## config.mk

```make
export PLATFORM = sky130hd
export DESIGN_NAME = pcxd_scan
export DESIGN_NICKNAME = d
export VERILOG_FILES = /design/src/rtl/pcxd_pkg.sv /design/src/rtl/pcxd_scan.sv
export SDC_FILE = /design/constraint.sdc
export NUM_CORES = 1
export LEC_CHECK = 0
export BUFFER_PORTS_ARGS = -buffer_cell sky130_fd_sc_hd__buf_2
export CAP_MARGIN = 0
export CORE_ASPECT_RATIO = 1.1
export CORE_MARGIN = 2
export CORE_UTILIZATION = 54
export DETAILED_ROUTE_END_ITERATION = 8
export PLACE_DENSITY = 0.78
export SLEW_MARGIN = 10
export SYNTH_ARGS = -nofsm -noshare
export SYNTH_HDL_FRONTEND = slang
export SYNTH_SLANG_ARGS = --single-unit
```

## constraint.sdc

```tcl
create_clock -name i_clk -period 8.6 [get_ports i_clk]
set_input_delay 0.86 -clock i_clk [delete_from_list [all_inputs] [get_ports i_clk]]
set_output_delay 0.86 -clock i_clk [all_outputs]
set_load 0.05 [all_outputs]
```

## src/rtl/pcxd_pkg.sv

```systemverilog
`timescale 1ns / 1ps
// ----------------------------------------------------------------------------
// PCX decoder package
// Register indexes, input codes and the types shared by the decoder modules.
// ----------------------------------------------------------------------------
package pcxd_pkg;

    localparam int CFG_ADDR_W = 2;
    localparam int CFG_DATA_W = 16;

    localparam logic [CFG_ADDR_W-1:0] CFG_IMAGE_WIDTH  = 2'd0;
    localparam logic [CFG_ADDR_W-1:0] CFG_IMAGE_HEIGHT = 2'd1;
    localparam logic [CFG_ADDR_W-1:0] CFG_PLANE_BYTES  = 2'd2;
    localparam logic [CFG_ADDR_W-1:0] CFG_COLOR_MODE   = 2'd3;

    localparam logic ACT_PALETTE = 1'b0;
    localparam logic ACT_CODE    = 1'b1;

    localparam logic MODE_PALETTE = 1'b0;
    localparam logic MODE_RGB     = 1'b1;

    // Both top bits set marks a run header.
    localparam logic [1:0] RUN_TAG = 2'b11;

    localparam logic [1:0] PLANE_RED   = 2'd0;
    localparam logic [1:0] PLANE_GREEN = 2'd1;
    localparam logic [1:0] PLANE_BLUE  = 2'd2;

    localparam int PAL_AW = 8;
    localparam int PAL_DEPTH = 256;

    typedef struct packed {
        logic [7:0] red;
        logic [7:0] green;
        logic [7:0] blue;
        logic       row_end;
        logic       image_end;
    } t_pixel;

    typedef struct packed {
        logic       visible;
        logic       row_end;
        logic       image_end;
        logic       line_done;
        logic [1:0] plane;
    } t_scan_info;

endpackage

```

## src/rtl/pcxd_scan.sv

```systemverilog
`timescale 1ns / 1ps
// ----------------------------------------------------------------------------
// PCX decoder scan position
// Column, plane and row counters with the compare unit that decides
// visibility, row and image end, and where the next scanline byte lands.
// ----------------------------------------------------------------------------
module pcxd_scan #(
    parameter int MAX_LINE_BYTES = 2048
) (
    input  logic                              i_clk,
    input  logic                              i_rst_n,
    input  logic                              i_step,
    input  logic [11:0]                       i_image_width,
    input  logic [15:0]                       i_image_height,
    input  logic [11:0]                       i_plane_bytes,
    input  logic                              i_color_mode,
    output logic [$clog2(MAX_LINE_BYTES)-1:0] o_column,
    output pcxd_pkg::t_scan_info              o_info
);
    import pcxd_pkg::*;

    localparam int CW = $clog2(MAX_LINE_BYTES);
    localparam int PW = (CW + 1 > 12) ? CW + 1 : 12;

    logic [CW-1:0] r_column;
    logic [1:0]    r_plane;
    logic [15:0]   r_row;

    logic [PW-1:0] pb;
    logic [PW-1:0] effp;
    logic [PW-1:0] effw;
    logic [PW-1:0] col_ext;
    logic [PW-1:0] col_inc;
    logic [15:0]   row_inc;
    logic          last_row;
    logic          col_wrap;
    logic          vis;
    logic          rend;
    logic          line_done;

    assign pb = PW'(i_plane_bytes);

    // A plane size of zero acts as one; larger than the buffer saturates.
    always_comb begin
        if (pb == '0) begin
            effp = PW'(1);
        end else if (pb > PW'(MAX_LINE_BYTES)) begin
            effp = PW'(MAX_LINE_BYTES);
        end else begin
            effp = pb;
        end
    end

    assign effw      = (PW'(i_image_width) < effp) ? PW'(i_image_width) : effp;
    assign col_ext   = PW'(r_column);
    assign col_inc   = col_ext + PW'(1);
    assign row_inc   = r_row + 16'd1;
    assign last_row  = (row_inc == i_image_height);
    assign vis       = (col_ext < effw);
    assign rend      = vis && (col_inc == effw);
    assign col_wrap  = !(col_inc < effp);
    assign line_done = col_wrap && ((i_color_mode == MODE_PALETTE) || (r_plane >= PLANE_BLUE));

    always_ff @(posedge i_clk) begin
        if (!i_rst_n) begin
            r_column <= '0;
            r_plane  <= PLANE_RED;
            r_row    <= '0;
        end else if (i_step) begin
            if (!col_wrap) begin
                r_column <= col_inc[CW-1:0];
            end else begin
                r_column <= '0;
                if (line_done) begin
                    r_plane <= PLANE_RED;
                    r_row   <= last_row ? 16'd0 : row_inc;
                end else begin
                    r_plane <= r_plane + 2'd1;
                end
            end
        end
    end

    assign o_column          = r_column;
    assign o_info.visible    = vis;
    assign o_info.row_end    = rend;
    assign o_info.image_end  = rend && last_row;
    assign o_info.line_done  = line_done;
    assign o_info.plane      = r_plane;

endmodule

```

==> out/qor.log, run 1 <==
[synthesis] cell with the most instances after synthesis sky130_fd_sc_hd__nand2_1
[cells_and_area] Area Overhead vs Synth 13.6%
[critical_path] combined buffer and inverter count along the critical path 3
[floorplanning] Die X-Extent 77.8 µm
[timing] Max Transition Viols Final 0
[global_routing] global-route wire length before repair 14100 µm
[global_routing] global routing usage summed across all routing layers 0.261
[critical_path] required time of the worst setup path 7740 ps
[critical_path] endpoint arrival time on the critical path 5580 ps
[drt] final antenna-violating net count 0
[timing] Tightest Pin Transition 945 ps
[floorplanning] floorplan die height 85.1 µm
[timing] final hold vios 0
[placed_design] number of port buffers 60
[synthesis] distinct cell type count after synthesis 53
[power_and_ir_drop] worst vdd rail ir drop 0.000149 V
[synthesis] proportion of netlist area held by the largest area contributor 0.180
[drt] routed vias 3330
[cells_and_area] Filler Cell Count 551
[synthesis] Synth Register Bits 29
[placed_design] hpwl dp 6730 µm
[timing] Setup TNS 0 ps
[run_status] run status complete, no violations
[timing] Hold Worst Slack 498 ps
[critical_path] Worst path top cell family by delay compound AO/OA/AOI/OAI gates
[floorplanning] starting density of the core 0.560
[cells_and_area] utilization after layout 0.636
[drt] violation count after the first detailed-routing iteration 192
[min_path] class of the tightest hold or removal check register to register
[synthesis] number of enable-type register cells in the synthesized netlist 0
[synthesis] top cell type by total area after synthesis sky130_fd_sc_hd__dfxtp_1
[timing] share of the cycle needed by the critical path after routing 0.749
[global_routing] aggregate global routing overflow 0
[timing] time the worst path needs with I/O delays and setup 6440 ps
[cells_and_area] number of nets at the end of the flow 553
[critical_path] top fanout value on the critical path 19
[critical_path] Setup crit end kind output port
[synthesis] total of warnings raised by yosys 0
[critical_path] critical-path cell list buf_2, inv_2, nand2_1, ha_1, a2111oi_0, a2111oi_2, o21ai_2, nand2_2, a31oi_1, ha_1, a211o_1, nor3_1, a21oi_1, a221o_1, nor2_1, mux2i_1, or4_1, nor4_2, buf_2
[clocking] # resized after CTS 0
[synthesis] share of cell area taken by muxes after synthesis 0.0341
[placed_design] gp weighted congestion 0.923
[clocking] Clock Latency Late Sink 300 ps
[floorplanning] num rows 29
[timing] final clock skew 12.0 ps
[synthesis] post-synthesis average cell area 7.59 µm²
[global_routing] number of antenna violations at the first check in global routing 0
[critical_path] CP startpoint kind input port
[drt] DR pass1 iterations 6
[cells_and_area] final instance area 3670 µm²
[drt] remaining design rule violation count 0
[synthesis] share of the synthesized netlist area taken by xor and xnor gates 0.117
[floorplanning] Die ar. 6620 µm²
[clocking] total of hold buffers inserted after clock tree synthesis 0
[global_routing] pin count of the biggest net entering global routing 25
[floorplanning] core area 5770 µm²
[flow_run] count of maximum capacitance violations 0
[critical_path] stage delay of the slowest cell on the critical path 580 ps
[critical_path] slowest stage cell, crit path sky130_fd_sc_hd__or4_1
[cells_and_area] number of diodes added for antenna fixing 0
[drt] overall routed net length 8610 µm
[timing] setup repair after global routing missed its margin no
[synthesis] adder-cell area share of the yosys netlist 0.139
[clocking] setup bufs post-CTS 0
[timing] Slew Limit Headroom 0.368
[global_routing] via count of the first global-routing pass 3072
[drt] post-detailed-route wirelength per cell 15.6 µm
[timing] final-report setup violation count 0
[clocking] Reg clk slew, reported paths 80 ps
[floorplanning] # IOs 61
[cells_and_area] share of post-route cells with drive strength above 1 0.162
[clocking] maximum clock path buffer count 2
[synthesis] area fraction in and, or, nand and nor cells after synthesis 0.309
[power_and_ir_drop] total power density per cell area 113 nW/µm²
[synthesis] main area contributors after synthesis sky130_fd_sc_hd__dfxtp_1 18%, sky130_fd_sc_hd__ha_1 14%, sky130_fd_sc_hd__xnor2_1 8.4%
[synthesis] synthesized cell area 3230 µm²
[synthesis] dominant register cell in the synthesized netlist sky130_fd_sc_hd__dfxtp_1
[clocking] Inserted Clock Buffers 5
[synthesis] dominant combinational cell family by area after synthesis simple AND/OR/NAND/NOR gates
[synthesis] share of flip-flops with an asynchronous set or reset 0
[synthesis] cells after synthesis 426
[drt] vias per cell 6.04
[synthesis] sequential-to-total area share from yosys stat 0.180
[clocking] Clock Tree Root sky130_fd_sc_hd__clkbuf_8
[clocking] TritonCTS clock tree done
[synthesis] ranking of synthesized cells by instance count 39 x sky130_fd_sc_hd__nand2_1, 36 x sky130_fd_sc_hd__ha_1, 31 x sky130_fd_sc_hd__xnor2_1
[clocking] total number of H-tree levels 2
[clocking] CTS sink cnt 29
[timing] maximum clock frequency 155 MHz
[placed_design] total placed instance area 3540 µm²
[synthesis] fraction of the mapped netlist area in compound gates 0.176
[synthesis] net count of the mapped netlist 506
[power_and_ir_drop] Leakage 1.55 nW
[critical_path] critical setup path kind input port to output port
## registers in the layout, indices dropped and copies added, names as in the netlist
name      count
r_row        16
o_column     11
r_plane       2
## cell families (layout without fill, tap and decap cells)
logic type | Yosys count | in the layout
multiplexers | 11 | 11
AO/OA/AOI/OAI | 86 | 86
AND/OR/NAND/NOR | 187 | 187
XOR/XNOR | 43 | 43
flip-flops | 29 | 29
adder cells (fa/ha/maj) | 36 | 36
buffers and inverters | 34 | 82
## worst reg2reg max path, cell delays in order, from the launching register on
cell and delay, ps:
sky130_fd_sc_hd__dfxtp_1 490, sky130_fd_sc_hd__ha_1 360, sky130_fd_sc_hd__nand2_1 180, sky130_fd_sc_hd__nor3_1 240, sky130_fd_sc_hd__xor2_1 350, sky130_fd_sc_hd__ha_1 230, sky130_fd_sc_hd__nand4_1 120, sky130_fd_sc_hd__a211oi_1 230
sky130_fd_sc_hd__nor2_1 60, sky130_fd_sc_hd__a21oi_1 190, sky130_fd_sc_hd__a21oi_1 90, sky130_fd_sc_hd__buf_4 200, sky130_fd_sc_hd__nor2_1 740, sky130_fd_sc_hd__nand3_1 370, sky130_fd_sc_hd__o32ai_1 310
## placed cells by master, fill, tap and decap left out, drive strengths merged, types with 5 or more instances in the layout
master	synthesis	final
nand2	40	40
nand2b	12	12
a21oi	28	28
a21o	6	6
xnor2	31	31
nand4	19	19
a31oi	11	11
dfxtp	29	29
xor2	12	12
ha	36	36
mux2i	11	11
buf	7	61
nand3	30	30
nor2	22	22
nor4	5	5
nor2b	8	8
inv	13	13
and4	5	5
nor3	16	16
o21ai	16	16
clkbuf	14	5
and3	14	14
## stage by stage
stage          std cells  power (mW)  setup WS [ps]
2_1_floorplan        426       0.211           2220
3_3_place_gp         543       0.239           2360
3_5_place_dp         543       0.242           2190
4_1_cts              551       0.415           2220
5_1_grt              551       0.433           1810
6_report             551       0.416           2160
## final cells by class
cell class | instances | area [µm²] | area share
clock inverter | 3 | 65.1 | 0.0177
sequential | 29 | 581 | 0.158
multi-input combinational | 363 | 2500 | 0.682
clock buffer | 5 | 68.8 | 0.0187
timing repair buffer | 61 | 308 | 0.0838
inverter | 13 | 48.8 | 0.0133
tap | 77 | 96.3 | 0.0262
## routing by layer
metal,GRT usage,vias up,wire length [µm]
met5,0,-,0
met4,0.0828,0,191
met3,0.0447,26,494
met2,0.463,129,4300
met1,0.319,1509,3620
li1,-,1666,-
## where the power goes
group	internal [mW]	total, mW	switching (mW)
sequential	0.136	0.139	0.00306
clock	0.115	0.176	0.0607
combinational	0.0426	0.102	0.0590
total	0.293	0.416	0.123
## worst paths after layout
| path | start | end | slack [ps] | cells after the start |
|---|---|---|---|---|
| worst min-delay path | r_row[1]$_SDFFE_PN0P_ | r_row[1]$_SDFFE_PN0P_ | 500 | 2 |
| worst min register to register | r_row[1]$_SDFFE_PN0P_ | r_row[1]$_SDFFE_PN0P_ | 500 | 2 |
| worst max-delay path | i_plane_bytes[11] | o_info[3] | 2160 | 19 |
| worst max register to register | o_column[1]$_SDFFE_PN0P_ | r_row[11]$_SDFFE_PN0P_ | 4360 | 14 |
(Power assumes the default switching activity.)
==> inputs of run 2 (changes only) <==
--- a/config.mk
+++ b/config.mk
@@ -5,6 +5,7 @@
 export SDC_FILE = /design/constraint.sdc
 export NUM_CORES = 1
 export LEC_CHECK = 0
+export ABC_AREA = 1
 export BUFFER_PORTS_ARGS = -buffer_cell sky130_fd_sc_hd__buf_2
 export CAP_MARGIN = 0
 export CORE_ASPECT_RATIO = 1.1
==> constraint.sdc (replaced) <==
create_clock -name i_clk -period 6.25 [get_ports i_clk]
set_input_delay 0.625 -clock i_clk [delete_from_list [all_inputs] [get_ports i_clk]]
set_output_delay 0.625 -clock i_clk [all_outputs]
set_load 0.05 [all_outputs]
==> run 2 against run 1 <==
Against the previous run: clock-buffer cell count up 1; total power up 30%; register-to-register slack worse by 2200 ps; worst setup slack worse by 1200 ps; worst hold slack worse by 12 ps; via count up 3.3%; sequential power up 35%; critical path type unchanged; routed wire length down 6.4%; sequential share of layout area down 0.26 points.
==> out/qor.log, run 2 <==
[floorplanning] core area 5840 µm² [+1.3%]
[cells_and_area] combined area of the multi-input logic cells 2390 µm² [-4.6%]
[global_routing] global-route wire length before repair 13600 µm [-4.0%]
[placed_design] cell count after placement 653 [+20%]
[min_path] class of the tightest hold or removal check register to register
[cells_and_area] number of nets at the end of the flow 663 [+20%]
[cells_and_area] share of post-route cells with drive strength above 1 0.158 [-0.00491]
[cells_and_area] most common library cell in the layout ignoring fill and taps sky130_fd_sc_hd__nand2_1
[clocking] TritonCTS clock tree done
[timing] maximum clock frequency 189 MHz
[clocking] Clock Latency Late Sink 290 ps [about the same]
[critical_path] top fanout value on the critical path 19 [unchanged]
[drt] DR pass1 iterations 6 [unchanged]
[critical_path] Setup crit end kind output port
[critical_path] endpoint arrival time on the critical path 4660 ps [-920 ps]
[timing] Max Transition Viols Final 0 [unchanged]
[placed_design] gp weighted congestion 0.923 [about the same]
[synthesis] net count of the mapped netlist 612 [+21%]
[power_and_ir_drop] Leakage 1.89 nW [+22%]
[synthesis] distinct cell type count after synthesis 36 [-32%]
[floorplanning] Die ar. 6790 µm² [+2.6%]
[synthesis] main area contributors after synthesis sky130_fd_sc_hd__nand2_1 19%, sky130_fd_sc_hd__dfxtp_1 17%, sky130_fd_sc_hd__ha_1 14%
[cells_and_area] number of flip-flops under the largest register name 16 [unchanged]
[run_status] run status complete, no violations
[timing] Tightest Pin Transition 918 ps [-27.1 ps]
[cells_and_area] Filler Cell Count 574 [+4.2%]
[clocking] Inserted Clock Buffers 5 [unchanged]
[cells_and_area] register with the most flip-flops r_row
[cells_and_area] Area Overhead vs Synth 12.4%
[drt] overall routed net length 8060 µm [-6.4%]
[power_and_ir_drop] total power density per cell area 145 nW/µm² [+28%]
[drt] remaining design rule violation count 0 [unchanged]
[clocking] CTS sink cnt 29 [unchanged]
[timing] share of the cycle needed by the critical path after routing 0.845
[floorplanning] floorplan die height 86.2 µm [+1.3%]
[critical_path] CP startpoint kind input port
[critical_path] stage delay of the slowest cell on the critical path 410 ps [-170 ps]
[timing] time the worst path needs with I/O delays and setup 5280 ps
[global_routing] aggregate global routing overflow 0 [unchanged]
[critical_path] cell type with the highest occurrence count on the critical path sky130_fd_sc_hd__nand2_1
[drt] post-detailed-route wirelength per cell 12.2 µm [-22%]
[synthesis] total of warnings raised by yosys 0 [unchanged]
[cells_and_area] number of diodes added for antenna fixing 0 [unchanged]
[global_routing] number of antenna violations at the first check in global routing 0 [unchanged]
[critical_path] slowest stage cell, crit path sky130_fd_sc_hd__o221a_2
[synthesis] ranking of synthesized cells by instance count 165 x sky130_fd_sc_hd__nand2_1, 64 x sky130_fd_sc_hd__inv_1, 42 x sky130_fd_sc_hd__a21oi_1
[floorplanning] # IOs 61 [unchanged]
[timing] final-report setup violation count 0 [unchanged]
[synthesis] cells after synthesis 532 [+25%]
[synthesis] post-synthesis average cell area 6.24 µm² [-18%]
[synthesis] synthesized cell area 3320 µm² [+2.7%]
[power_and_ir_drop] worst vdd rail ir drop 0.000165 V [+11%]
[critical_path] required time of the worst setup path 5620 ps [-2120 ps]
[global_routing] via count of the first global-routing pass 3169 [+3.2%]
[floorplanning] Die X-Extent 78.8 µm [+1.3%]
[synthesis] number of enable-type register cells in the synthesized netlist 0 [unchanged]
[drt] final antenna-violating net count 0 [unchanged]
[cells_and_area] register area 581 µm² [unchanged]
[critical_path] combined buffer and inverter count along the critical path 3 [unchanged]
[synthesis] Synth Register Bits 29 [unchanged]
[clocking] Reg clk slew, reported paths 60 ps [-20 ps]
[global_routing] global routing usage summed across all routing layers 0.245 [-0.0154]
[timing] final hold vios 0 [unchanged]
[floorplanning] starting density of the core 0.568 [+0.00825]
[synthesis] proportion of netlist area held by the largest area contributor 0.187 [+0.00687]
[floorplanning] num rows 29 [unchanged]
[placed_design] number of port buffers 60 [unchanged]
[synthesis] sequential-to-total area share from yosys stat 0.175 [-0.00481]
[timing] Setup TNS 0 ps [unchanged]
[drt] violation count after the first detailed-routing iteration 83 [-57%]
[timing] final clock skew 8.16 ps [-3.87 ps]
[cells_and_area] most used cells in the layout excluding fill and tap cells 165 x sky130_fd_sc_hd__nand2_1, 64 x sky130_fd_sc_hd__inv_1, 60 x sky130_fd_sc_hd__buf_2
[drt] vias per cell 5.20 [-14%]
[drt] routed vias 3439 [+3.3%]
[clocking] setup bufs post-CTS 0 [unchanged]
[timing] setup repair after global routing missed its margin no
[cells_and_area] Final Non-Filler Cells 661 [+20%]
[flow_run] count of maximum capacitance violations 0 [unchanged]
[critical_path] critical setup path kind input port to output port
[clocking] Clock Tree Root sky130_fd_sc_hd__clkbuf_8
[clocking] total number of H-tree levels 2 [unchanged]
[synthesis] cell with the most instances after synthesis sky130_fd_sc_hd__nand2_1
[clocking] # resized after CTS 0 [unchanged]
[global_routing] pin count of the biggest net entering global routing 30 [+20%]
[synthesis] dominant register cell in the synthesized netlist sky130_fd_sc_hd__dfxtp_1
[clocking] total of hold buffers inserted after clock tree synthesis 0 [unchanged]
[clocking] maximum clock path buffer count 2 [unchanged]
[synthesis] share of flip-flops with an asynchronous set or reset 0 [unchanged]
[timing] Slew Limit Headroom 0.388 [+0.0197]
[placed_design] hpwl dp 6540 µm [-2.8%]
[critical_path] Worst path top cell family by delay simple AND/OR/NAND/NOR gates
[synthesis] top cell type by total area after synthesis sky130_fd_sc_hd__nand2_1
-- run 2: worst reg2reg max path, stage by stage, from the launching register on --
cell and delay [ps]:
sky130_fd_sc_hd__dfxtp_1 460, sky130_fd_sc_hd__inv_1 110, sky130_fd_sc_hd__nor3_1 290, sky130_fd_sc_hd__nand3_1 190, sky130_fd_sc_hd__nor3_1 210, sky130_fd_sc_hd__xor2_1 260, sky130_fd_sc_hd__inv_1 140, sky130_fd_sc_hd__ha_1 320
sky130_fd_sc_hd__nand4_1 150, sky130_fd_sc_hd__o221a_2 300, sky130_fd_sc_hd__nand2_1 140, sky130_fd_sc_hd__nand2_1 150, sky130_fd_sc_hd__nor2_2 650, sky130_fd_sc_hd__inv_2 300, sky130_fd_sc_hd__nand2_1 150, sky130_fd_sc_hd__a21oi_1 80
-- run 2: routing by layer --
metal  share of wire  up-vias  GRT usage
met5               0        -          0
met4           0.014        0     0.0734
met3           0.038       11     0.0313
met2            0.52       76      0.480
met1            0.43     1517      0.273
li1                -     1835          -
-- run 2: final timing paths --
kind                            start  depth (start not counted)                endpoint  slack (ps)
max                  i_plane_bytes[8]                         30               o_info[3]         970
min             r_row[1]$_SDFFE_PN0P_                          2   r_row[1]$_SDFFE_PN0P_         490
max reg2reg  o_column[3]$_SDFFE_PN0P_                         15  r_row[11]$_SDFFE_PN0P_        2210
min reg2reg     r_row[1]$_SDFFE_PN0P_                          2   r_row[1]$_SDFFE_PN0P_         490
-- run 2: metrics by stage --
| step | hold WS (ps) | instance area [µm²] | setup WS, ps | power [mW] | util |
|---|---|---|---|---|---|
| floorplan | 457 | 3320 | 1170 | 0.300 | - |
| global placement | 470 | 3610 | 1050 | 0.336 | 0.619 |
| detailed placement | 480 | 3610 | 963 | 0.339 | 0.619 |
| CTS | 487 | 3730 | 968 | 0.545 | 0.639 |
| global route | 503 | 3730 | 407 | 0.578 | 0.639 |
| finish | 486 | 3730 | 970 | 0.543 | 0.639 |
-- run 2: cell families (layout without fill, tap and decap cells) --
kind of cell,count (synthesis),in the layout,share of synthesized area
fa+ha+maj,36,36,0.136
flops,29,29,0.175
xor+xnor,21,21,0.0554
compound gates,57,57,0.0968
simple gates,307,307,0.431
buf+inv,82,134,0.106
-- run 2: layout make-up --
class | count | area share
timing repair buffer | 60 | 0.0804
inverter | 66 | 0.0664
clock buffer | 6 | 0.0221
multi-input combinational | 421 | 0.640
tap | 77 | 0.0258
sequential | 29 | 0.155
clock inverter | 2 | 0.0101
-- run 2: where the power goes --
| part | leakage [nW] | internal (mW) | switching [mW] |
|---|---|---|---|
| Sequential | 0.234 | 0.186 | 0.00198 |
| Clock | 0.0574 | 0.129 | 0.0785 |
| Combinational | 1.59 | 0.0549 | 0.0919 |
| Total | 1.89 | 0.371 | 0.172 |
